===== src/pfd_pkg.sv =====
// ----------------------------------------------------------------------------
// pfd_pkg - shared types and constants of the position frame decoder
// Frame layout, decode constants, queue entry type and grid cell helpers.
// ----------------------------------------------------------------------------
package pfd_pkg;

  // frame geometry: start byte, then 17 body bytes
  localparam int BODY_LEN    = 17;
  localparam int IDX_W       = 5;
  localparam int PAYLOAD_LEN = BODY_LEN - 1;

  localparam logic [7:0] START_BYTE = 8'hFF;
  localparam logic [7:0] FRAME_TAG  = 8'hFE;
  localparam logic [7:0] MATCH_MASK = 8'hC0;
  localparam logic [7:0] MATCH_RUN  = 8'h40;

  // payload positions: frame byte n sits at index n-2
  localparam int FB_YAW_LO = 0;
  localparam int FB_YAW_HI = 1;
  localparam int FB_FRONT  = 2;
  localparam int FB_BACK   = 3;
  localparam int FB_LEFT   = 4;
  localparam int FB_RIGHT  = 5;
  localparam int FB_FLAGS  = 6;
  localparam int FB_HIGH   = 7;
  localparam int FB_AX     = 8;
  localparam int FB_AY     = 9;
  localparam int FB_BX     = 10;
  localparam int FB_BY     = 11;
  localparam int FB_P1X    = 12;
  localparam int FB_P1Y    = 13;
  localparam int FB_P2X    = 14;
  localparam int FB_P2Y    = 15;

  // heading
  localparam logic [15:0]        YAW_OFFSET = 16'd2000;
  localparam logic signed [15:0] YAW_HALF   = 16'sd1800;
  localparam logic signed [15:0] YAW_TURN   = 16'sd3600;

  // line sensors
  localparam logic [7:0]        SENSOR_MID   = 8'd200;
  localparam logic [9:0]        ANGLE_BIAS   = 10'd160;
  localparam logic signed [9:0] OFS_FB_BACK  = 10'sd79;
  localparam logic signed [9:0] OFS_FB_FRONT = 10'sd81;
  localparam logic signed [9:0] OFS_FB_PAIR  = 10'sd2;
  localparam logic signed [9:0] OFS_LR_RIGHT = 10'sd77;
  localparam logic signed [9:0] OFS_LR_LEFT  = 10'sd83;
  localparam logic signed [9:0] OFS_LR_PAIR  = 10'sd6;

  // field and position check
  localparam logic signed [9:0] FIELD_MAX  = 10'sd280;
  localparam logic [7:0]        FAIL_LIMIT = 8'd3;
  localparam logic [7:0]        FAIL_MAX   = 8'd255;

  // grid snapping
  localparam int COORD_FLIP = 280;
  localparam int CELL_X_LO  = 56;
  localparam int CELL_Y_LO  = 72;
  localparam int CELL_ROUND = 15;
  localparam int CELL_STEP  = 30;
  localparam int CELL_MAX   = 5;

  // receive state
  typedef enum logic {
    HUNT,
    COLLECT
  } rx_state_t;

  // configuration register index
  typedef enum logic {
    REG_YAW_ZERO   = 1'b0,
    REG_CAR_SELECT = 1'b1
  } reg_index_t;

  // one complete tagged frame waiting for decode
  typedef struct packed {
    logic                            check;
    logic [PAYLOAD_LEN-1:0][7:0]     body;
  } frame_t;

  // X cell: floor((v - 56 + 15) / 30) clamped to 0..5, as threshold compares
  function automatic logic [2:0] cell_x(input logic [8:0] v);
    logic [2:0] c;
    c = '0;
    for (int k = 1; k <= CELL_MAX; k++) begin
      if (int'(v) >= CELL_X_LO - CELL_ROUND + CELL_STEP * k) c = 3'(k);
    end
    return c;
  endfunction

  // Y cell of the flipped coordinate 280 - raw, compared on the raw value
  function automatic logic [2:0] cell_y(input logic [8:0] raw);
    logic [2:0] c;
    c = '0;
    for (int k = 1; k <= CELL_MAX; k++) begin
      if (int'(raw) <= COORD_FLIP - CELL_Y_LO + CELL_ROUND - CELL_STEP * k) c = 3'(k);
    end
    return c;
  endfunction

endpackage


===== src/pfd_byte_if.sv =====
// ----------------------------------------------------------------------------
// pfd_byte_if - received byte channel
// Valid/ready channel carrying one serial byte and its check enable per beat.
// ----------------------------------------------------------------------------
interface pfd_byte_if;
  logic       valid;
  logic       ready;
  logic [7:0] rx_byte;
  logic       position_check;

  modport source (output valid, rx_byte, position_check, input ready);
  modport sink   (input valid, rx_byte, position_check, output ready);
endinterface


===== src/pfd_result_if.sv =====
// ----------------------------------------------------------------------------
// pfd_result_if - decoded frame channel
// Valid/ready channel carrying one decoded position frame per beat.
// ----------------------------------------------------------------------------
interface pfd_result_if;
  logic               valid;
  logic               ready;
  logic [1:0]         status;
  logic signed [15:0] yaw;
  logic signed [9:0]  offset_fb;
  logic signed [9:0]  offset_lr;
  logic signed [8:0]  angle_fb;
  logic signed [8:0]  angle_lr;
  logic [8:0]         car_x;
  logic signed [9:0]  car_y;
  logic [2:0]         p1_cell_x;
  logic [2:0]         p1_cell_y;
  logic [2:0]         p2_cell_x;
  logic [2:0]         p2_cell_y;

  modport source (output valid, status, yaw, offset_fb, offset_lr, angle_fb, angle_lr,
                  car_x, car_y, p1_cell_x, p1_cell_y, p2_cell_x, p2_cell_y,
                  input ready);
  modport sink   (input valid, status, yaw, offset_fb, offset_lr, angle_fb, angle_lr,
                  car_x, car_y, p1_cell_x, p1_cell_y, p2_cell_x, p2_cell_y,
                  output ready);
endinterface


===== src/pfd_front.sv =====
// ----------------------------------------------------------------------------
// pfd_front - frame hunter and collector
// Hunts for the start byte, gathers 17 body bytes and pushes tagged frames.
// ----------------------------------------------------------------------------
module pfd_front import pfd_pkg::*; (
  input  logic      clk,
  input  logic      rst,
  pfd_byte_if.sink  rx,
  output logic      push,
  output frame_t    push_frame,
  input  logic      q_full
);

  rx_state_t        state, state_next;
  logic [IDX_W-1:0] body_index, body_index_next;
  logic [7:0]       body_bytes [BODY_LEN];
  logic             accept;
  logic             last_byte;

  // stall only on a frame's final byte when the queue has no room
  assign last_byte = (state == COLLECT) && (body_index == IDX_W'(BODY_LEN - 1));
  assign rx.ready  = !(last_byte && q_full);
  assign accept    = rx.valid && rx.ready;
  assign push      = accept && last_byte && (body_bytes[0] == FRAME_TAG);

  // queue entry: stored bytes 2..16 plus the byte on the wire
  always_comb begin
    push_frame.check = rx.position_check;
    for (int k = 0; k < PAYLOAD_LEN - 1; k++) begin
      push_frame.body[k] = body_bytes[k + 1];
    end
    push_frame.body[PAYLOAD_LEN-1] = rx.rx_byte;
  end

  // hunt / collect sequencing
  always_comb begin
    state_next      = state;
    body_index_next = body_index;
    if (accept) begin
      case (state)
        HUNT: begin
          if (rx.rx_byte == START_BYTE) begin
            state_next      = COLLECT;
            body_index_next = '0;
          end
        end
        COLLECT: begin
          if (last_byte) begin
            state_next      = HUNT;
            body_index_next = '0;
          end else begin
            body_index_next = body_index + IDX_W'(1);
          end
        end
        default: begin
          state_next      = HUNT;
          body_index_next = '0;
        end
      endcase
    end
  end

  always_ff @(posedge clk) begin
    if (rst) begin
      state      <= HUNT;
      body_index <= '0;
    end else begin
      state      <= state_next;
      body_index <= body_index_next;
    end
  end

  // body byte store
  always_ff @(posedge clk) begin
    if (accept && (state == COLLECT)) begin
      body_bytes[body_index] <= rx.rx_byte;
    end
  end

endmodule


===== src/pfd_queue.sv =====
// ----------------------------------------------------------------------------
// pfd_queue - frame queue
// Small FIFO of complete frames between collector and decoder.
// ----------------------------------------------------------------------------
module pfd_queue import pfd_pkg::*; #(
  parameter int DEPTH = 2
) (
  input  logic   clk,
  input  logic   rst,
  input  logic   push,
  input  frame_t push_frame,
  input  logic   pop,
  output frame_t head,
  output logic   full,
  output logic   empty
);

  localparam int PTR_W = (DEPTH > 1) ? $clog2(DEPTH) : 1;
  localparam int CNT_W = $clog2(DEPTH + 1);

  frame_t           mem [DEPTH];
  logic [PTR_W-1:0] wr_ptr, rd_ptr;
  logic [CNT_W-1:0] count;

  assign full  = (count == CNT_W'(DEPTH));
  assign empty = (count == '0);
  assign head  = mem[rd_ptr];

  // pointers and fill count
  always_ff @(posedge clk) begin
    if (rst) begin
      wr_ptr <= '0;
      rd_ptr <= '0;
      count  <= '0;
    end else begin
      if (push) begin
        wr_ptr <= (wr_ptr == PTR_W'(DEPTH - 1)) ? '0 : wr_ptr + PTR_W'(1);
      end
      if (pop) begin
        rd_ptr <= (rd_ptr == PTR_W'(DEPTH - 1)) ? '0 : rd_ptr + PTR_W'(1);
      end
      if (push && !pop) begin
        count <= count + CNT_W'(1);
      end else if (pop && !push) begin
        count <= count - CNT_W'(1);
      end
    end
  end

  // entry storage
  always_ff @(posedge clk) begin
    if (push) begin
      mem[wr_ptr] <= push_frame;
    end
  end

endmodule


===== src/pfd_back.sv =====
// ----------------------------------------------------------------------------
// pfd_back - frame decoder
// Decodes one queued frame per beat into the result register and keeps the
// offset, position and failure history.
// ----------------------------------------------------------------------------
module pfd_back import pfd_pkg::*; (
  input  logic          clk,
  input  logic          rst,
  input  logic          frame_valid,
  input  frame_t        frame,
  output logic          pop,
  input  logic [11:0]   yaw_zero,
  input  logic          car_select,
  pfd_result_if.source  res
);

  // history
  logic signed [9:0]  last_offset_fb, last_offset_lr;
  logic [8:0]         last_x;
  logic signed [9:0]  last_y;
  logic [7:0]         fail_count, fail_count_next;

  // result register
  logic               out_valid;
  logic [1:0]         out_status;
  logic signed [15:0] out_yaw;
  logic signed [9:0]  out_offset_fb, out_offset_lr;
  logic signed [8:0]  out_angle_fb, out_angle_lr;
  logic [8:0]         out_car_x;
  logic signed [9:0]  out_car_y;
  logic [2:0]         out_p1_cell_x, out_p1_cell_y, out_p2_cell_x, out_p2_cell_y;

  // decode
  logic [7:0]         f, bk, l, r, flags, high;
  logic [15:0]        yaw_raw, yaw_bias;
  logic signed [15:0] yaw_wrap, yaw_val;
  logic signed [9:0]  sf, sb, sl, sr, ofb, olr;
  logic [9:0]         sum_fb, sum_lr;
  logic signed [8:0]  afb, alr;
  logic [8:0]         x_raw, y_raw, x_val;
  logic signed [9:0]  y_flip, y_val;
  logic               pos_bad, renewed, match;

  assign pop = frame_valid && (!out_valid || res.ready);

  always_comb begin
    f     = frame.body[FB_FRONT];
    bk    = frame.body[FB_BACK];
    l     = frame.body[FB_LEFT];
    r     = frame.body[FB_RIGHT];
    flags = frame.body[FB_FLAGS];
    high  = frame.body[FB_HIGH];
    match = ((flags & MATCH_MASK) == MATCH_RUN);

    // heading: raw minus (2000 + zero), one wrap of a full turn
    yaw_raw  = {1'b0, frame.body[FB_YAW_HI], 7'b0} + {8'b0, frame.body[FB_YAW_LO]};
    yaw_bias = YAW_OFFSET + {{4{yaw_zero[11]}}, yaw_zero};
    yaw_wrap = $signed(yaw_raw - yaw_bias);
    if (yaw_wrap >= YAW_HALF) begin
      yaw_val = yaw_wrap - YAW_TURN;
    end else if (yaw_wrap < -YAW_HALF) begin
      yaw_val = yaw_wrap + YAW_TURN;
    end else begin
      yaw_val = yaw_wrap;
    end

    // line offsets; a sensor at exactly mid-scale keeps the old offset
    sf  = $signed({2'b0, f});
    sb  = $signed({2'b0, bk});
    sl  = $signed({2'b0, l});
    sr  = $signed({2'b0, r});
    ofb = last_offset_fb;
    if (f > SENSOR_MID && bk > SENSOR_MID)      ofb = '0;
    else if (f > SENSOR_MID && bk < SENSOR_MID) ofb = OFS_FB_BACK - sb;
    else if (f < SENSOR_MID && bk > SENSOR_MID) ofb = sf - OFS_FB_FRONT;
    else if (f < SENSOR_MID && bk < SENSOR_MID) ofb = sf - sb - OFS_FB_PAIR;
    olr = last_offset_lr;
    if (l > SENSOR_MID && r > SENSOR_MID)      olr = '0;
    else if (l > SENSOR_MID && r < SENSOR_MID) olr = OFS_LR_RIGHT - sr;
    else if (l < SENSOR_MID && r > SENSOR_MID) olr = sl - OFS_LR_LEFT;
    else if (l < SENSOR_MID && r < SENSOR_MID) olr = sl - sr - OFS_LR_PAIR;

    // line angles
    sum_fb = {2'b0, f} + {2'b0, bk} - ANGLE_BIAS;
    sum_lr = {2'b0, l} + {2'b0, r} - ANGLE_BIAS;
    afb    = (f < SENSOR_MID && bk < SENSOR_MID) ? $signed(sum_fb[8:0]) : '0;
    alr    = (l < SENSOR_MID && r < SENSOR_MID) ? $signed(sum_lr[8:0]) : '0;

    // own position, Y flipped
    if (car_select) begin
      x_raw = {flags[1], frame.body[FB_BX]};
      y_raw = {flags[0], frame.body[FB_BY]};
    end else begin
      x_raw = {flags[3], frame.body[FB_AX]};
      y_raw = {flags[2], frame.body[FB_AY]};
    end
    y_flip = FIELD_MAX - $signed({1'b0, y_raw});

    // optional range check with saturating failure count
    pos_bad = (x_raw == '0) || ({1'b0, x_raw} >= FIELD_MAX) ||
              (y_flip <= 10'sd0) || (y_flip >= FIELD_MAX);
    fail_count_next = fail_count;
    x_val           = x_raw;
    y_val           = y_flip;
    renewed         = 1'b1;
    if (frame.check) begin
      if (pos_bad) begin
        if (fail_count != FAIL_MAX) fail_count_next = fail_count + 8'd1;
        x_val   = last_x;
        y_val   = last_y;
        renewed = !(fail_count_next > FAIL_LIMIT);
      end else begin
        fail_count_next = '0;
      end
    end
  end

  // history and result register
  always_ff @(posedge clk) begin
    if (rst) begin
      out_valid      <= 1'b0;
      last_offset_fb <= '0;
      last_offset_lr <= '0;
      last_x         <= '0;
      last_y         <= '0;
      fail_count     <= '0;
    end else begin
      if (pop) begin
        out_valid      <= 1'b1;
        last_offset_fb <= ofb;
        last_offset_lr <= olr;
        last_x         <= x_val;
        last_y         <= y_val;
        fail_count     <= fail_count_next;
      end else if (res.ready) begin
        out_valid <= 1'b0;
      end
    end
  end

  always_ff @(posedge clk) begin
    if (pop) begin
      out_status    <= {renewed, match};
      out_yaw       <= yaw_val;
      out_offset_fb <= ofb;
      out_offset_lr <= olr;
      out_angle_fb  <= afb;
      out_angle_lr  <= alr;
      out_car_x     <= x_val;
      out_car_y     <= y_val;
      out_p1_cell_x <= cell_x({high[7], frame.body[FB_P1X]});
      out_p1_cell_y <= cell_y({high[6], frame.body[FB_P1Y]});
      out_p2_cell_x <= cell_x({high[5], frame.body[FB_P2X]});
      out_p2_cell_y <= cell_y({high[4], frame.body[FB_P2Y]});
    end
  end

  assign res.valid     = out_valid;
  assign res.status    = out_status;
  assign res.yaw       = out_yaw;
  assign res.offset_fb = out_offset_fb;
  assign res.offset_lr = out_offset_lr;
  assign res.angle_fb  = out_angle_fb;
  assign res.angle_lr  = out_angle_lr;
  assign res.car_x     = out_car_x;
  assign res.car_y     = out_car_y;
  assign res.p1_cell_x = out_p1_cell_x;
  assign res.p1_cell_y = out_p1_cell_y;
  assign res.p2_cell_x = out_p2_cell_x;
  assign res.p2_cell_y = out_p2_cell_y;

endmodule


===== src/position_frame_decoder.sv =====
// ----------------------------------------------------------------------------
// position_frame_decoder - serial position frame decoder
// Turns a byte stream of start-byte framed position packets into decoded
// heading, line sensor and position results.
// ----------------------------------------------------------------------------
// Takes one byte per clock. A frame is a 0xFF start byte and 17 body bytes;
// frames whose first body byte is 0xFE produce one result, others none. A
// complete frame goes through a QUEUE_DEPTH entry frame queue to the decoder,
// which decodes one frame per cycle, unless the output stalls, into a
// registered result. With the queue empty and the output free, a frame
// goes from the queue into the result register. Behind a stalled output up
// to QUEUE_DEPTH frames wait in the queue plus one in the result register;
// the input stalls only on a frame's last byte while that queue is full.
// Registers: yaw_zero at byte address 0, car_select at byte address 4.
module position_frame_decoder import pfd_pkg::*; #(
  parameter int QUEUE_DEPTH = 2
) (
  input  logic          clk,
  input  logic          rst,
  input  logic          psel,
  input  logic          penable,
  input  logic          pwrite,
  input  logic [2:0]    paddr,
  input  logic [31:0]   pwdata,
  output logic [31:0]   prdata,
  output logic          pready,
  pfd_byte_if.sink      rx,
  pfd_result_if.source  res
);

  logic [11:0] yaw_zero;
  logic        car_select;
  reg_index_t  reg_index;
  logic        cfg_write;
  logic        push, pop, q_full, q_empty;
  frame_t      push_frame, head;

  // configuration registers
  assign pready    = 1'b1;
  assign reg_index = reg_index_t'(paddr[2]);
  assign cfg_write = psel && penable && pwrite;

  always_ff @(posedge clk) begin
    if (rst) begin
      yaw_zero   <= '0;
      car_select <= 1'b0;
    end else if (cfg_write) begin
      case (reg_index)
        REG_YAW_ZERO:   yaw_zero   <= pwdata[11:0];
        REG_CAR_SELECT: car_select <= pwdata[0];
        default: ;
      endcase
    end
  end

  always_comb begin
    case (reg_index)
      REG_YAW_ZERO:   prdata = {20'b0, yaw_zero};
      REG_CAR_SELECT: prdata = {31'b0, car_select};
      default:        prdata = '0;
    endcase
  end

  // collector -> queue -> decoder
  pfd_front u_front (
    .clk        (clk),
    .rst        (rst),
    .rx         (rx),
    .push       (push),
    .push_frame (push_frame),
    .q_full     (q_full)
  );

  pfd_queue #(
    .DEPTH (QUEUE_DEPTH)
  ) u_queue (
    .clk        (clk),
    .rst        (rst),
    .push       (push),
    .push_frame (push_frame),
    .pop        (pop),
    .head       (head),
    .full       (q_full),
    .empty      (q_empty)
  );

  pfd_back u_back (
    .clk         (clk),
    .rst         (rst),
    .frame_valid (!q_empty),
    .frame       (head),
    .pop         (pop),
    .yaw_zero    (yaw_zero),
    .car_select  (car_select),
    .res         (res)
  );

endmodule


===== src/flat_wrapper.sv =====
// flat-port wrapper written by rule: the top's interface ports become plain ports
module position_frame_decoder_flat import pfd_pkg::*;
#(
  parameter int QUEUE_DEPTH = 2
)
  (clk, rst, psel, penable, pwrite, paddr, pwdata, prdata, pready, rx_valid, rx_rx_byte, rx_position_check, rx_ready, res_valid, res_status, res_yaw, res_offset_fb, res_offset_lr, res_angle_fb, res_angle_lr, res_car_x, res_car_y, res_p1_cell_x, res_p1_cell_y, res_p2_cell_x, res_p2_cell_y, res_ready);
  pfd_byte_if rx_i ();
  pfd_result_if res_i ();
  input  logic clk;
  input  logic rst;
  input  logic psel;
  input  logic penable;
  input  logic pwrite;
  input  logic [2:0] paddr;
  input  logic [31:0] pwdata;
  output logic [31:0] prdata;
  output logic pready;
  input wire logic [$bits(rx_i.valid)-1:0] rx_valid;
  input wire logic [$bits(rx_i.rx_byte)-1:0] rx_rx_byte;
  input wire logic [$bits(rx_i.position_check)-1:0] rx_position_check;
  output wire logic [$bits(rx_i.ready)-1:0] rx_ready;
  output wire logic [$bits(res_i.valid)-1:0] res_valid;
  output wire logic [$bits(res_i.status)-1:0] res_status;
  output wire logic [$bits(res_i.yaw)-1:0] res_yaw;
  output wire logic [$bits(res_i.offset_fb)-1:0] res_offset_fb;
  output wire logic [$bits(res_i.offset_lr)-1:0] res_offset_lr;
  output wire logic [$bits(res_i.angle_fb)-1:0] res_angle_fb;
  output wire logic [$bits(res_i.angle_lr)-1:0] res_angle_lr;
  output wire logic [$bits(res_i.car_x)-1:0] res_car_x;
  output wire logic [$bits(res_i.car_y)-1:0] res_car_y;
  output wire logic [$bits(res_i.p1_cell_x)-1:0] res_p1_cell_x;
  output wire logic [$bits(res_i.p1_cell_y)-1:0] res_p1_cell_y;
  output wire logic [$bits(res_i.p2_cell_x)-1:0] res_p2_cell_x;
  output wire logic [$bits(res_i.p2_cell_y)-1:0] res_p2_cell_y;
  input wire logic [$bits(res_i.ready)-1:0] res_ready;
  assign rx_i.valid = rx_valid;
  assign rx_i.rx_byte = rx_rx_byte;
  assign rx_i.position_check = rx_position_check;
  assign rx_ready = rx_i.ready;
  assign res_valid = res_i.valid;
  assign res_status = res_i.status;
  assign res_yaw = res_i.yaw;
  assign res_offset_fb = res_i.offset_fb;
  assign res_offset_lr = res_i.offset_lr;
  assign res_angle_fb = res_i.angle_fb;
  assign res_angle_lr = res_i.angle_lr;
  assign res_car_x = res_i.car_x;
  assign res_car_y = res_i.car_y;
  assign res_p1_cell_x = res_i.p1_cell_x;
  assign res_p1_cell_y = res_i.p1_cell_y;
  assign res_p2_cell_x = res_i.p2_cell_x;
  assign res_p2_cell_y = res_i.p2_cell_y;
  assign res_i.ready = res_ready;
  position_frame_decoder #(.QUEUE_DEPTH(QUEUE_DEPTH)) u_core (.clk(clk), .rst(rst), .psel(psel), .penable(penable), .pwrite(pwrite), .paddr(paddr), .pwdata(pwdata), .prdata(prdata), .pready(pready), .rx(rx_i), .res(res_i));
endmodule

===== config.mk =====
export PLATFORM = sky130hd
export DESIGN_NAME = position_frame_decoder_flat
export DESIGN_NICKNAME = d
export VERILOG_FILES = /design/src/pfd_pkg.sv /design/src/pfd_byte_if.sv /design/src/pfd_result_if.sv /design/src/pfd_front.sv /design/src/pfd_queue.sv /design/src/pfd_back.sv /design/src/position_frame_decoder.sv /design/src/flat_wrapper.sv
export SDC_FILE = /design/constraint.sdc
export NUM_CORES = 1
export LEC_CHECK = 0
export BUFFER_PORTS_ARGS = -buffer_cell sky130_fd_sc_hd__buf_2
export CORE_ASPECT_RATIO = 1.75
export CORE_MARGIN = 10
export CORE_UTILIZATION = 65
export CTS_CLUSTER_SIZE = 40
export DETAILED_ROUTE_END_ITERATION = 16
export PLACE_DENSITY = 0.88
export SYNTH_ARGS = -nofsm -noshare
export SYNTH_HDL_FRONTEND = slang
export SYNTH_SLANG_ARGS = --single-unit

===== constraint.sdc =====
create_clock -name clk -period 16.05 [get_ports clk]
set_clock_uncertainty 0.15 [all_clocks]
set_input_delay 2.4075 -clock clk [delete_from_list [all_inputs] [get_ports clk]]
set_output_delay 2.4075 -clock clk [all_outputs]
set_load 0.02 [all_outputs]

## After elaboration in Yosys (flattened, before gate mapping)

Memories as Yosys holds them, arrays and structs flattened. A register that Yosys moved wholly into a read port is not among the register bits.
Cells that the tools add are included.

- $lt $le $gt $ge: 34
- Bitwise gates (word level): 2
- Equal/unequal tests: 7
- Reduce and logical (&&, ||, !) cells: 42
- Multiplexer cells: 55
- $add $sub $neg: 24

Operator list:

| kind | count |
|---|---|
| 10-bit 2-to-1 mux | 10 |
| 32-bit case mux with 2 select lines | 1 |
| 9-bit by 8-bit >= comparator with 1-bit output (second input constant) | 6 |
| 9-bit by 8-bit <= comparator with 1-bit output (second input constant) | 6 |
| 9-bit by 7-bit >= comparator with 1-bit output (second input constant) | 4 |
| 9-bit by 7-bit <= comparator with 1-bit output (second input constant) | 4 |
| 9-bit 2-to-1 mux | 4 |
| 8-bit greater-than comparator (second input constant) | 4 |
| 8-bit less-than comparator (second input constant) | 4 |
| 16-bit 2-to-1 mux | 2 |
| 8-bit 2-to-1 mux | 4 |
| 3-bit 2-to-1 mux | 8 |
| 1-bit 2-to-1 mux | 20 |
| 1-bit logical AND | 19 |
| 8-bit by 8-bit adder with 9-bit output | 2 |
| 7-bit by 8-bit subtractor with 9-bit output (first input constant) | 2 |
| 8-bit by 7-bit subtractor with 9-bit output (second input constant) | 2 |
| 8-bit by 8-bit subtractor with 9-bit output | 2 |
| 9-bit by 8-bit subtractor with 9-bit output (second input constant) | 2 |
| 15-bit by 8-bit adder with 16-bit output | 1 |
| 16-bit by 13-bit adder with 16-bit output (second input constant) | 1 |
| 8-bit equality test (second input constant) | 2 |
| 16-bit by 12-bit >= comparator with 1-bit output (second input constant) | 1 |
| 16-bit by 12-bit less-than comparator with 1-bit output (second input constant) | 1 |
| 32 further kinds | 52 |

- Register bits after elaboration: 158
- Memories: 2
- Input bits: 51
- Output and inout bits: 122
- RAM bits: 394

Memories:

| name | depth | bits a word | rd ports | clocked after memory_dff | write ports | line | source |
|---|---|---|---|---|---|---|---|
| u_core.u_queue.mem | 2 | 129 | 1 | 1 | 1 | pfd_queue.sv:21 | `frame_t mem [DEPTH];` |
| u_core.u_front.body_bytes | 17 | 8 | 16 | 0 | 1 | pfd_front.sv:16 | `logic [7:0] body_bytes [BODY_LEN];` |

## Longest topological paths before layout

Gate-level depths: netlist of the first run.

- Word-level depth: 11
- Mapped depth: 27

## By module

Synthesis of the first run repeated with hierarchy kept, for this count alone.

- Cell total of the unflattened synthesis: 1,882
- Area total of the unflattened synthesis: 25,194.2 sq um

Modules (own cells, without submodules):

| module | times used | area each (sq um) | cells each | sequential area each (sq um) |
|---|---|---|---|---|
| pfd_back | 1 | 10,318.6 | 1,151 | 3,573.4 |
| pfd_queue | 1 | 9,559.2 | 423 | 7,847.5 |
| pfd_front | 1 | 4,459.3 | 214 | 3,963.8 |
| position_frame_decoder | 1 | 857.1 | 94 | 260.2 |

## Worst setup path before layout of the first run

Ideal clock, no wire load.

- Path kind: input to register
- Start: in rx_valid
- End: mem u_core.u_queue.mem[0][0] (netlist name), enable pin
- Path slack: 6.737 ns
- Data required time: 15.281 ns
- Arrival time: 8.544 ns
- Stages: 4
- Path through: and2_1 nand2_1 nor4_1 nor2b_1

- Word-level cells in the longest chain between the ends: 5

RTL lines:

| item | line | source |
|---|---|---|
| from (decl) | flat_wrapper.sv:18 | `input wire logic [$bits(rx_i.valid)-1:0] rx_valid;` |
| 1-bit logical AND | pfd_front.sv:23 | `assign accept = rx.valid && rx.ready;` |
| 1-bit logical AND (2 in a row) | pfd_front.sv:24 | `assign push = accept && last_byte && (body_bytes[0] == FRAME_TAG);` |
| net u_core.push | position_frame_decoder.sv:35 | `logic push, pop, q_full, q_empty;` |
| 1-bit 2-to-1 mux | pfd_queue.sv:52 | `if (push) begin` |
| 1-bit 2-to-1 mux (not written as such) | pfd_queue.sv:53 | `mem[wr_ptr] <= push_frame;` |
| to (decl) | pfd_queue.sv:21 |  |

The timed path passes the listed nets, and every way through them passes these cells.

## Worst setup path in the final report of the first run

- Start: in paddr[2]
- End: out prdata[0]

- Word-level cells in the longest chain between the ends: 2

RTL lines:

| item | line | source |
|---|---|---|
| from (decl) | flat_wrapper.sv:14 | `input logic [2:0] paddr;` |
| 1-bit NOT (no source line) | - |  |
| 32-bit case mux with 2 select lines (*) | position_frame_decoder.sv:57 | `case (reg_index)` |
| to (decl) | flat_wrapper.sv:16 | `output logic [31:0] prdata;` |

Every way passes the cells marked *; elsewhere a longest branch is shown, timed or not. The select of a mux whose other input is x is not followed.

==> flow_summary.yaml, run 1 <==
run_status:
  status: "finished, final reports clean"
synth:
  synthFlopType: "edfxtp_1"
  synth_cell_types: 77
  syn_area_per_cell_um2: 13.1
  synthesis.area_mm2: 0.0238
  synth_top_area_share_pct: 57.2
  yosysWarnings: 0
  yosysSeqAreaShare_pct: 63.2
  synth-edff-count: 453
  syn_inst: 1812
  async_flop_share_pct: 0
  yosys-top-cells-count: "453 x edfxtp_1, 146 x nor2_1, 136 x nand2_1, 117 x a21oi_1, 93 x ha_1"
  synth_top_cell_by_area: "edfxtp_1"
  synth_seq_cells: 525
  synth.area.top_cells: "edfxtp_1 57%, dfxtp_1 6.1%, ha_1 4.9%"
  yosysMostFrequentCell: "edfxtp_1"
clocking:
  clockBufferDepth: 3
  cts_setup_buffers: 0
  clock-root-buffer: "clkbuf_16"
  clk_pin_slew_worst_paths_ns: 0.07
  h-tree-depth: 2
  cts-resized-gates: 0
  worstSkewPairLatency_ns: 0.58
  cts_inserted_buffers: 42
  clkSinkCount: 525
  cts_tree: "built"
  ctsHoldBuffers: 0
die:
  rows: 92
  die_h_um: 273
  initial_core_util_pct: 65.9
  core_mm2: 0.0361
  io_pins: 173
  die_area_mm2: 0.0450
  die_w_um: 165
power_and_ir_drop:
  power_density_mw_per_mm2: 99.7
  power_frac_comb_pct: 3.0
  intPower_w: 0.00208
  max-vdd-ir-drop_mv: 0.102
  seq_power_share_pct: 56.4
  cellLeakagePower_nw: 9.07
  power_switching_w: 0.000528
  p_clk_share_pct: 40.5
  switching_share_pct: 20.3
sta:
  relSlewSlack_pct: 23.9
  final-setup-viol-count: 0
  worstMarginPinSlew_ns: 1.14
  rsz0062_at_grt: "no"
  fmax_ghz: 0.173
  min_period_ns: 5.78
  fin_crit_sh_pct: 36.0
  finalHoldViolCount: 0
  finalSetupTns_ns: 0
  drv_slew: 0
routing:
  wl_um: 53500
  drc: 0
  postRouteAntennaNets: 0
  vias: 15300
  viasPerCell: 6.29
  drt-initial-drc-count: 1363
  wl_per_cell_um: 21.9
  first_pass_iters: 5
grt:
  grt_util_met1_pct: 25.2
  grt_pass1_wl_um: 83000
  grt.met2_usage_pct: 43.3
  grt_busiest_layer: "met2"
  grt_max_degree: 74
  use_met3_pct: 3.19
  grt_pass1_vias: 15400
  grt_antenna_before_repair: 2
  grt_use_total_pct: 23.4
  overflow: 0
setup_path:
  worstSetupEndpointType: "output pin"
  worstSetupPathType: "in -> out"
  required_ns: 13.49
  worstSetupStartpointType: "input pin"
  crit_arrival_ns: 3.22
  cp_max_fo: 15
placement:
  numPortBuffers: 129
  hpwl_um: 34400
  place_inst: 2358
  gp_congestion: 0.891
final_layout:
  nets: 2082
  final_cells: 2438
  drive_above_1_share_pct: 14.6
  nFillCells: 2205
  area_growth_pct: 9.76
hold_path:
  hold_class: "reg -> reg"
run:
  maxCapViolCount: 0
-- power groups by stage --
stage	clock (W)	sequential (W)	combinational (W)
floorplan	0	0.00150	0.0000558
global placement	0	0.00150	0.0000727
detailed placement	0	0.00150	0.0000758
CTS	0.00107	0.00147	0.0000771
global route	0.00112	0.00147	0.0000852
finish	0.00106	0.00147	0.0000793
-- cell families after synthesis --
| group | Yosys count | share of synthesized area [%] |
|---|---|---|
| other | 2 | 0.0316 |
| muxes | 119 | 6.24 |
| DFF | 525 | 63.2 |
| AOI/OAI and AO/OA | 334 | 9.04 |
| adders and majority gates | 99 | 5.39 |
| and+or+nand+nor | 479 | 9.38 |
| buffers and inverters | 162 | 3.32 |
| xor gates and xnor gates | 92 | 3.39 |
-- layout make-up --
class                   count  area [um^2]  share of cell area [%]
flip-flops and latches    525        15000                    57.6
multi-input cells        1144         8050                    30.8
clock buffers              52         1120                    4.28
repair buffers            138          713                    2.73
well taps                 470          588                    2.25
inverters                  81          307                    1.17
clock inverters            26          293                    1.12
diodes                      2         5.00                  0.0192
-- worst paths after layout --
kind                                        start                         to  slack, ns  depth (start not counted)
setup / recovery                         paddr[2]                  prdata[0]      10.27                          3
hold / removal    u_core.u_front.body_bytes[9][1]  u_core.u_queue.mem[1][65]       0.28                          0
setup reg to reg                         register    u_core.u_back.last_y[8]      10.61                         11
hold reg to reg   u_core.u_front.body_bytes[9][1]  u_core.u_queue.mem[1][65]       0.28                          0
-- placed cells by master, fill, tap and decap left out, types with 17 or more instances in the layout --
cell type	count
a21o_1	30
nor2b_1	26
nand2b_1	17
a21oi_1	117
clkbuf_16	42
nor3_1	37
conb_1	21
mux4_2	18
nand3_1	44
edfxtp_1	453
ha_1	93
nand2_1	136
mux2i_1	53
a211oi_1	22
buf_2	129
xnor2_1	55
mux2_2	45
o21ai_0	55
xor2_1	37
nor2_1	146
inv_1	78
dfxtp_1	71
-- state kept, by name, summed over array words and instances (netlist names), 5 cells and up, named ones only --
signal                        cells
u_core.u_back.last_offset_lr     10
u_core.u_back.fail_count          8
u_core.u_back.last_x              9
u_core.u_back.last_y             10
u_core.u_front.body_index         5
u_core.u_back.res.offset_fb      10
u_core.u_back.res.car_y          10
u_core.u_back.res.offset_lr      10
u_core.u_back.res.car_x           9
u_core.yaw_zero                  12
u_core.u_front.body_bytes       122
u_core.u_back.res.angle_lr        9
u_core.u_queue.mem              244
u_core.u_back.last_offset_fb     10
u_core.u_back.res.yaw            16
u_core.u_back.res.angle_fb        9
-- critical path, cell delays in order --
cell	delay [ns]
buf_2	0.26
mux2_2	0.38
buf_2	0.17
-- stage by stage --
| stage | hold WS [ns] | area, um^2 | setup slack [ns] | util (%) | total power, W |
|---|---|---|---|---|---|
| after floorplan | 0.271 | 23900 | 6.74 | - | 0.00155 |
| after global placement | 0.272 | 24700 | 10.36 | 68.4 | 0.00157 |
| after detailed placement | 0.279 | 24700 | 10.30 | 68.4 | 0.00158 |
| after CTS | 0.278 | 26100 | 10.28 | 72.3 | 0.00261 |
| after global routing | 0.297 | 26100 | 10.25 | 72.3 | 0.00268 |
| final | 0.283 | 26100 | 10.27 | 72.3 | 0.00260 |
-- routing by layer --
layer	share of wire, %	up-vias
met5	0	-
li1	-	6921
met3	6.4	210
met4	4.8	0
met1	34	7400
met2	54	800
Power figures use the tool's default switching activity.
==> run 2: changes to the inputs <==
- CORE_UTILIZATION: 65 -> 55
- PLACE_DENSITY: 0.88 -> 0.8
- clock period: 16.05 -> 5.23 ns (I/O delays scaled with it)
==> run 2 against run 1 <==
Net effect:
- clock-buffer cell count is the same
- critical endpoint is now u_core.u_back.last_offset_lr[7]
- flip-flop and latch count is the same
- critical path type is now reg -> reg
- sequential power grew to 3.1 times the previous value
- sequential share of layout area shrank 0.58 points
- register-to-register slack lost 10 ns
- non-clock buffer count grew 7
- total power grew to 3.1 times the previous value
- largest power group unchanged
- cell count grew 4.1%
==> flow_summary.yaml, run 2 (same netlist as run 1, synthesis figures left out) <==
setup_path:
  crit_buf_inv: 2
  required_ns: 5.57
  cp_slowest_cell: "buf_4"
  worstSetupPathType: "reg -> reg"
  worstSetupEndpointType: "register"
  worstSetupStartpointType: "register"
  path_cells: "buf_4, mux2i_1, ha_1, inv_1, fa_1, a21o_1, a21oi_1, xnor2_1, or3_1, nor3_1, xor2_1, o21ai_0, or3_1, a21oi_1"
  cp_top_family: "simple AND/OR/NAND/NOR gates"
  cp_max_fo: 41
  crit_arrival_ns: 5.00
  slowest_delay_ns: 0.55
power_and_ir_drop:
  power_density_mw_per_mm2: 301
  cellLeakagePower_nw: 9.16
  total_power_w: 0.00795
  max-vdd-ir-drop_mv: 0.197
routing:
  drc: 0
  postRouteAntennaNets: 0
  wl_um: 51300
  vias: 14700
  wl_per_cell_um: 20.2
  viasPerCell: 5.79
  first_pass_iters: 5
  drt-initial-drc-count: 1144
run:
  maxCapViolCount: 0
final_layout:
  fin_area_mm2: 0.0264
  nFillCells: 3120
  nets: 2090
  area_growth_pct: 10.9
  max_flop_register: "u_core.u_queue.mem"
  final_cell_mix: "453 x edfxtp_1, 146 x nor2_1, 136 x nand2_1"
  largest_reg_flops: 244
  drive_above_1_share_pct: 15.6
  mostFrequentLayoutCell: "edfxtp_1"
  post-route-util_pct: 61.9
sta:
  finalHoldViolCount: 0
  drv_slew: 0
  fmax_ghz: 0.215
  worstMarginPinSlew_ns: 1.18
  relSlewSlack_pct: 20.9
  final-setup-viol-count: 0
  min_period_ns: 4.66
  rsz0062_at_grt: "no"
  fin_crit_sh_pct: 89.0
  finalSetupTns_ns: 0
  hold_ws_ns: 0.287
grt:
  grt_antenna_before_repair: 1
  grt_use_total_pct: 19.2
  overflow: 0
  grt_max_degree: 79
  grt_pass1_vias: 15200
  grt_pass1_wl_um: 79900
die:
  io_pins: 173
  core_mm2: 0.0427
  initial_core_util_pct: 55.8
  die_area_mm2: 0.0523
  rows: 100
  die_h_um: 295
  die_w_um: 177
placement:
  gp_congestion: 0.886
  numPortBuffers: 129
  postPlaceCellArea_mm2: 0.0250
  hpwl_um: 35600
clocking:
  cts_inserted_buffers: 43
  ctsHoldBuffers: 0
  cts_setup_buffers: 0
  cts_tree: "built"
  worstSkewPairLatency_ns: 0.57
  cts-resized-gates: 0
  h-tree-depth: 2
  clock-root-buffer: "clkbuf_16"
  clockBufferDepth: 3
  clkSinkCount: 525
  clk_pin_slew_worst_paths_ns: 0.07
run_status:
  status: "finished, final reports clean"
hold_path:
  hold_class: "reg -> reg"
==> run 2: changes by cell type in the layout (fill, tap and decap cells not counted), moves of 3 or more <==
cell and delta:
o32ai_1 -3, buf_4 +3, buf_12 +4, o32ai_2 +3, clkinv_2 +6, clkinvlp_4 -5
==> run 2: path summary, 6_finish.rpt <==
| path | start | to | slack, ns | depth (start not counted) |
|---|---|---|---|---|
| hold / removal | u_core.u_front.body_bytes[15][0] | u_core.u_queue.mem[0][112] | 0.29 | 0 |
| hold reg to reg | u_core.u_front.body_bytes[15][0] | u_core.u_queue.mem[0][112] | 0.29 | 0 |
| setup reg to reg | register | u_core.u_back.last_offset_lr[7] | 0.57 | 14 |
| setup / recovery | register | u_core.u_back.last_offset_lr[7] | 0.57 | 14 |
==> run 2: metrics by stage <==
stage / setup slack [ns] / instances
final: 0.575 / 2537
after global routing: 0.184 / 2535
after floorplan: -0.0365 / 1831
after CTS: 0.562 / 2535
after detailed placement: 0.583 / 2456
after global placement: 0.724 / 2456
==> run 2: area by class of cell <==
cell class              instances  area [um^2]  area share (%)
diodes                          2         5.00          0.0190
clock buffers                  52         1130            4.28
clock inverters                27          258           0.977
inverters                      81          307            1.16
multi-input cells            1144         8130            30.8
flip-flops and latches        525        15000            57.0
well taps                     561          702            2.66
repair buffers                145          816            3.09
==> run 2: layer usage <==
layer  wire (um)  vias to the layer above  GRT usage, %
li1            -                     6928             -
met1       18200                     7178          19.6
met2       28600                      447          37.2
met3        2500                      124          2.64
met4        1970                        2          8.69
met5          13                        -             0
==> run 2: power breakdown <==
part,switching [W],internal [W]
clock network,0.00147,0.00172
registers,0.00000412,0.00451
logic,0.000169,0.0000839
total,0.00164,0.00631
==> run 3: changes to the inputs <==
- PLACE_DENSITY: 0.8 -> 0.79
- RECOVER_POWER: unset -> 50
- SKIP_CTS_REPAIR_TIMING: unset -> 1
- SYNTH_HIERARCHICAL: unset -> 1
==> run 3 against run 2 <==
Net effect:
- the run now ends with max-capacitance violations, max-slew violations left
- core utilization is 0.67 points lower
- maximum frequency shrank 5.6%
- register-to-register slack got worse by 0.27 ns
- cell count grew 2.4%
- routed wire length increased by 1.5%
- non-clock buffer count up 13
- via count rose by 2.6%
- synthesized cell count rose by 2.1%
- sequential power about the same
- flip-flop and latch count fell by 3
- die area increased by 2.3%
- clock-buffer cell count stayed put
==> flow_summary.yaml, run 3 <==
die:
  io_pins: 173
  initial_core_util_pct: 55.4
  die_w_um: 179
  die_h_um: 299
  core_mm2: 0.0440
  die_area_mm2: 0.0535
  rows: 102
final_layout:
  nets: 2140
  drive_above_1_share_pct: 14.6
  fin_area_mm2: 0.0269
  area_growth_pct: 10.4
  final_cell_mix: "450 x edfxtp_1, 150 x nor2_1, 132 x mux2_2"
  max_flop_register: "u_core/u_queue/mem"
  mostFrequentLayoutCell: "edfxtp_1"
  nFillCells: 3366
  largest_reg_flops: 242
grt:
  grt_pass1_vias: 15300
  grt_max_degree: 122
  grt_use_total_pct: 19.0
  overflow: 0
  grt_antenna_before_repair: 2
  grt_pass1_wl_um: 80800
run_status:
  violations: "max-capacitance violations, max-slew violations"
  status: "finished, violations left"
run:
  maxCapViolCount: 2
sta:
  worstMarginPinSlew_ns: 1.94
  drv_slew: 63
  setup_slack_ns: 0.301
  fmax_ghz: 0.203
  final-setup-viol-count: 0
  relSlewSlack_pct: -29.1
  rsz0062_at_grt: "no"
  min_period_ns: 4.93
  finalSetupTns_ns: 0
  fin_crit_sh_pct: 94.3
  finalHoldViolCount: 0
clocking:
  cts_inserted_buffers: 44
  clk_pin_slew_worst_paths_ns: 0.07
  h-tree-depth: 2
  clkSinkCount: 522
  clockBufferDepth: 3
  clock-root-buffer: "clkbuf_16"
  cts_tree: "built"
  worstSkewPairLatency_ns: 0.57
placement:
  hpwl_um: 35300
  postPlaceCellArea_mm2: 0.0255
  numPortBuffers: 129
  gp_congestion: 0.921
  pre_cts_ws_ns: 0.418
setup_path:
  crit_top_cell: "ha_1"
  cp_slowest_cell: "nor4_1"
  path_cells: "buf_4, mux2_2, ha_1, ha_1, and3_1, a221oi_2, nand2_1, xor2_1, a2111oi_1, nor4_1, nand2b_4, inv_1, a221o_1"
  crit_arrival_ns: 5.09
  cp_max_fo: 17
  slowest_delay_ns: 0.65
  worstSetupStartpointType: "register"
  r2r_slack_ns: 0.30
  crit_buf_inv: 2
  reg2reg_depth: 13
  critPathCapture: "u_core/u_back/res.yaw[5]"
  required_ns: 5.39
  worstSetupPathType: "reg -> reg"
  cp_top_family: "simple AND/OR/NAND/NOR gates"
  cp_num_cells: 13
  worstSetupEndpointType: "register"
  r2r_end: "u_core/u_back/res.yaw[5]"
power_and_ir_drop:
  cellLeakagePower_nw: 9.31
  max-vdd-ir-drop_mv: 0.259
  power_density_mw_per_mm2: 306
routing:
  postRouteAntennaNets: 0
  first_pass_iters: 5
  drc: 0
  wl_um: 52100
  drt-initial-drc-count: 812
  wl_per_cell_um: 20.0
  vias: 15100
  viasPerCell: 5.80
synth:
  yosysWarnings: 6
  syn_area_per_cell_um2: 13.2
  synthesis.area_mm2: 0.0244
  syn_inst: 1850
hold_path:
  hold_class: "in -> reg"
run 3: cell types whose count changed in the layout (fill, tap and decap cells not counted), moves of 13 or more:
cell,delta
clkbuf_1,+103
buf_2,-98
mux2_2,+87
nand2_1,-58
nand2b_1,+23
mux4_2,-18
nand3_1,-13
run 3: worst reg2reg max path: stages, from the launching register on:
cell       delay [ns]
dfxtp_4          0.44
buf_4            0.31
mux2_2           0.39
ha_1             0.30
ha_1             0.40
and3_1           0.21
a221oi_2         0.35
nand2_1          0.11
xor2_1           0.47
a2111oi_1        0.17
nor4_1           0.65
nand2b_4         0.32
inv_1            0.06
a221o_1          0.33
run 3: final cells by class:
class / count / area (um^2) / share of cell area (%)
diodes: 1 / 2.50 / 0.00929
clock buffers: 52 / 1160 / 4.31
clock inverters: 29 / 399 / 1.48
inverters: 84 / 318 / 1.18
multi-input cells: 1179 / 8630 / 32.0
flip-flops and latches: 522 / 15000 / 55.5
well taps: 572 / 716 / 2.66
repair buffers: 158 / 752 / 2.79
run 3: worst min path at each step:
stage / start / end / slack, ns / depth (start not counted)
6_report: rx_position_check / u_core/u_queue/mem[1][128] / 0.25 / 1
3_5_place_dp: u_core/u_front/body_bytes[1][7] / u_core/u_queue/mem[0][7] / 0.28 / 0
5_1_grt: rx_position_check / u_core/u_queue/mem[1][128] / 0.24 / 1
3_3_place_gp: u_core/u_front/body_bytes[7][6] / u_core/u_queue/mem[0][54] / 0.27 / 0
2_1_floorplan: u_core/u_front/body_bytes[1][0] / u_core/u_queue/mem[0][0] / 0.27 / 0
4_1_cts: rx_position_check / u_core/u_queue/mem[1][128] / 0.24 / 1
run 3: per-stage QoR:
stage / total power (W) / instances / hold slack [ns] / utilization (%)
after global placement: 0.00482 / 2515 / 0.272 / 58.0
after CTS: 0.00830 / 2596 / 0.237 / 61.5
after detailed placement: 0.00483 / 2515 / 0.280 / 58.0
after floorplan: 0.00476 / 1869 / 0.271 / -
final: 0.00823 / 2597 / 0.250 / 61.2
after global routing: 0.00848 / 2597 / 0.243 / 61.2
run 3: per-layer routing:
layer	vias up	part of all wire (%)	track usage [%]
met5	-	0.025	0
met4	2	4.6	8.87
met3	147	4.7	2.59
met2	473	55	35.7
met1	7315	36	20.2
li1	7118	-	-
run 3: where the power goes:
part | internal, W | switching [W]
Sequential | 0.00448 | 0.00000331
Combinational | 0.0000847 | 0.000169
Clock | 0.00201 | 0.00148
Total | 0.00658 | 0.00166
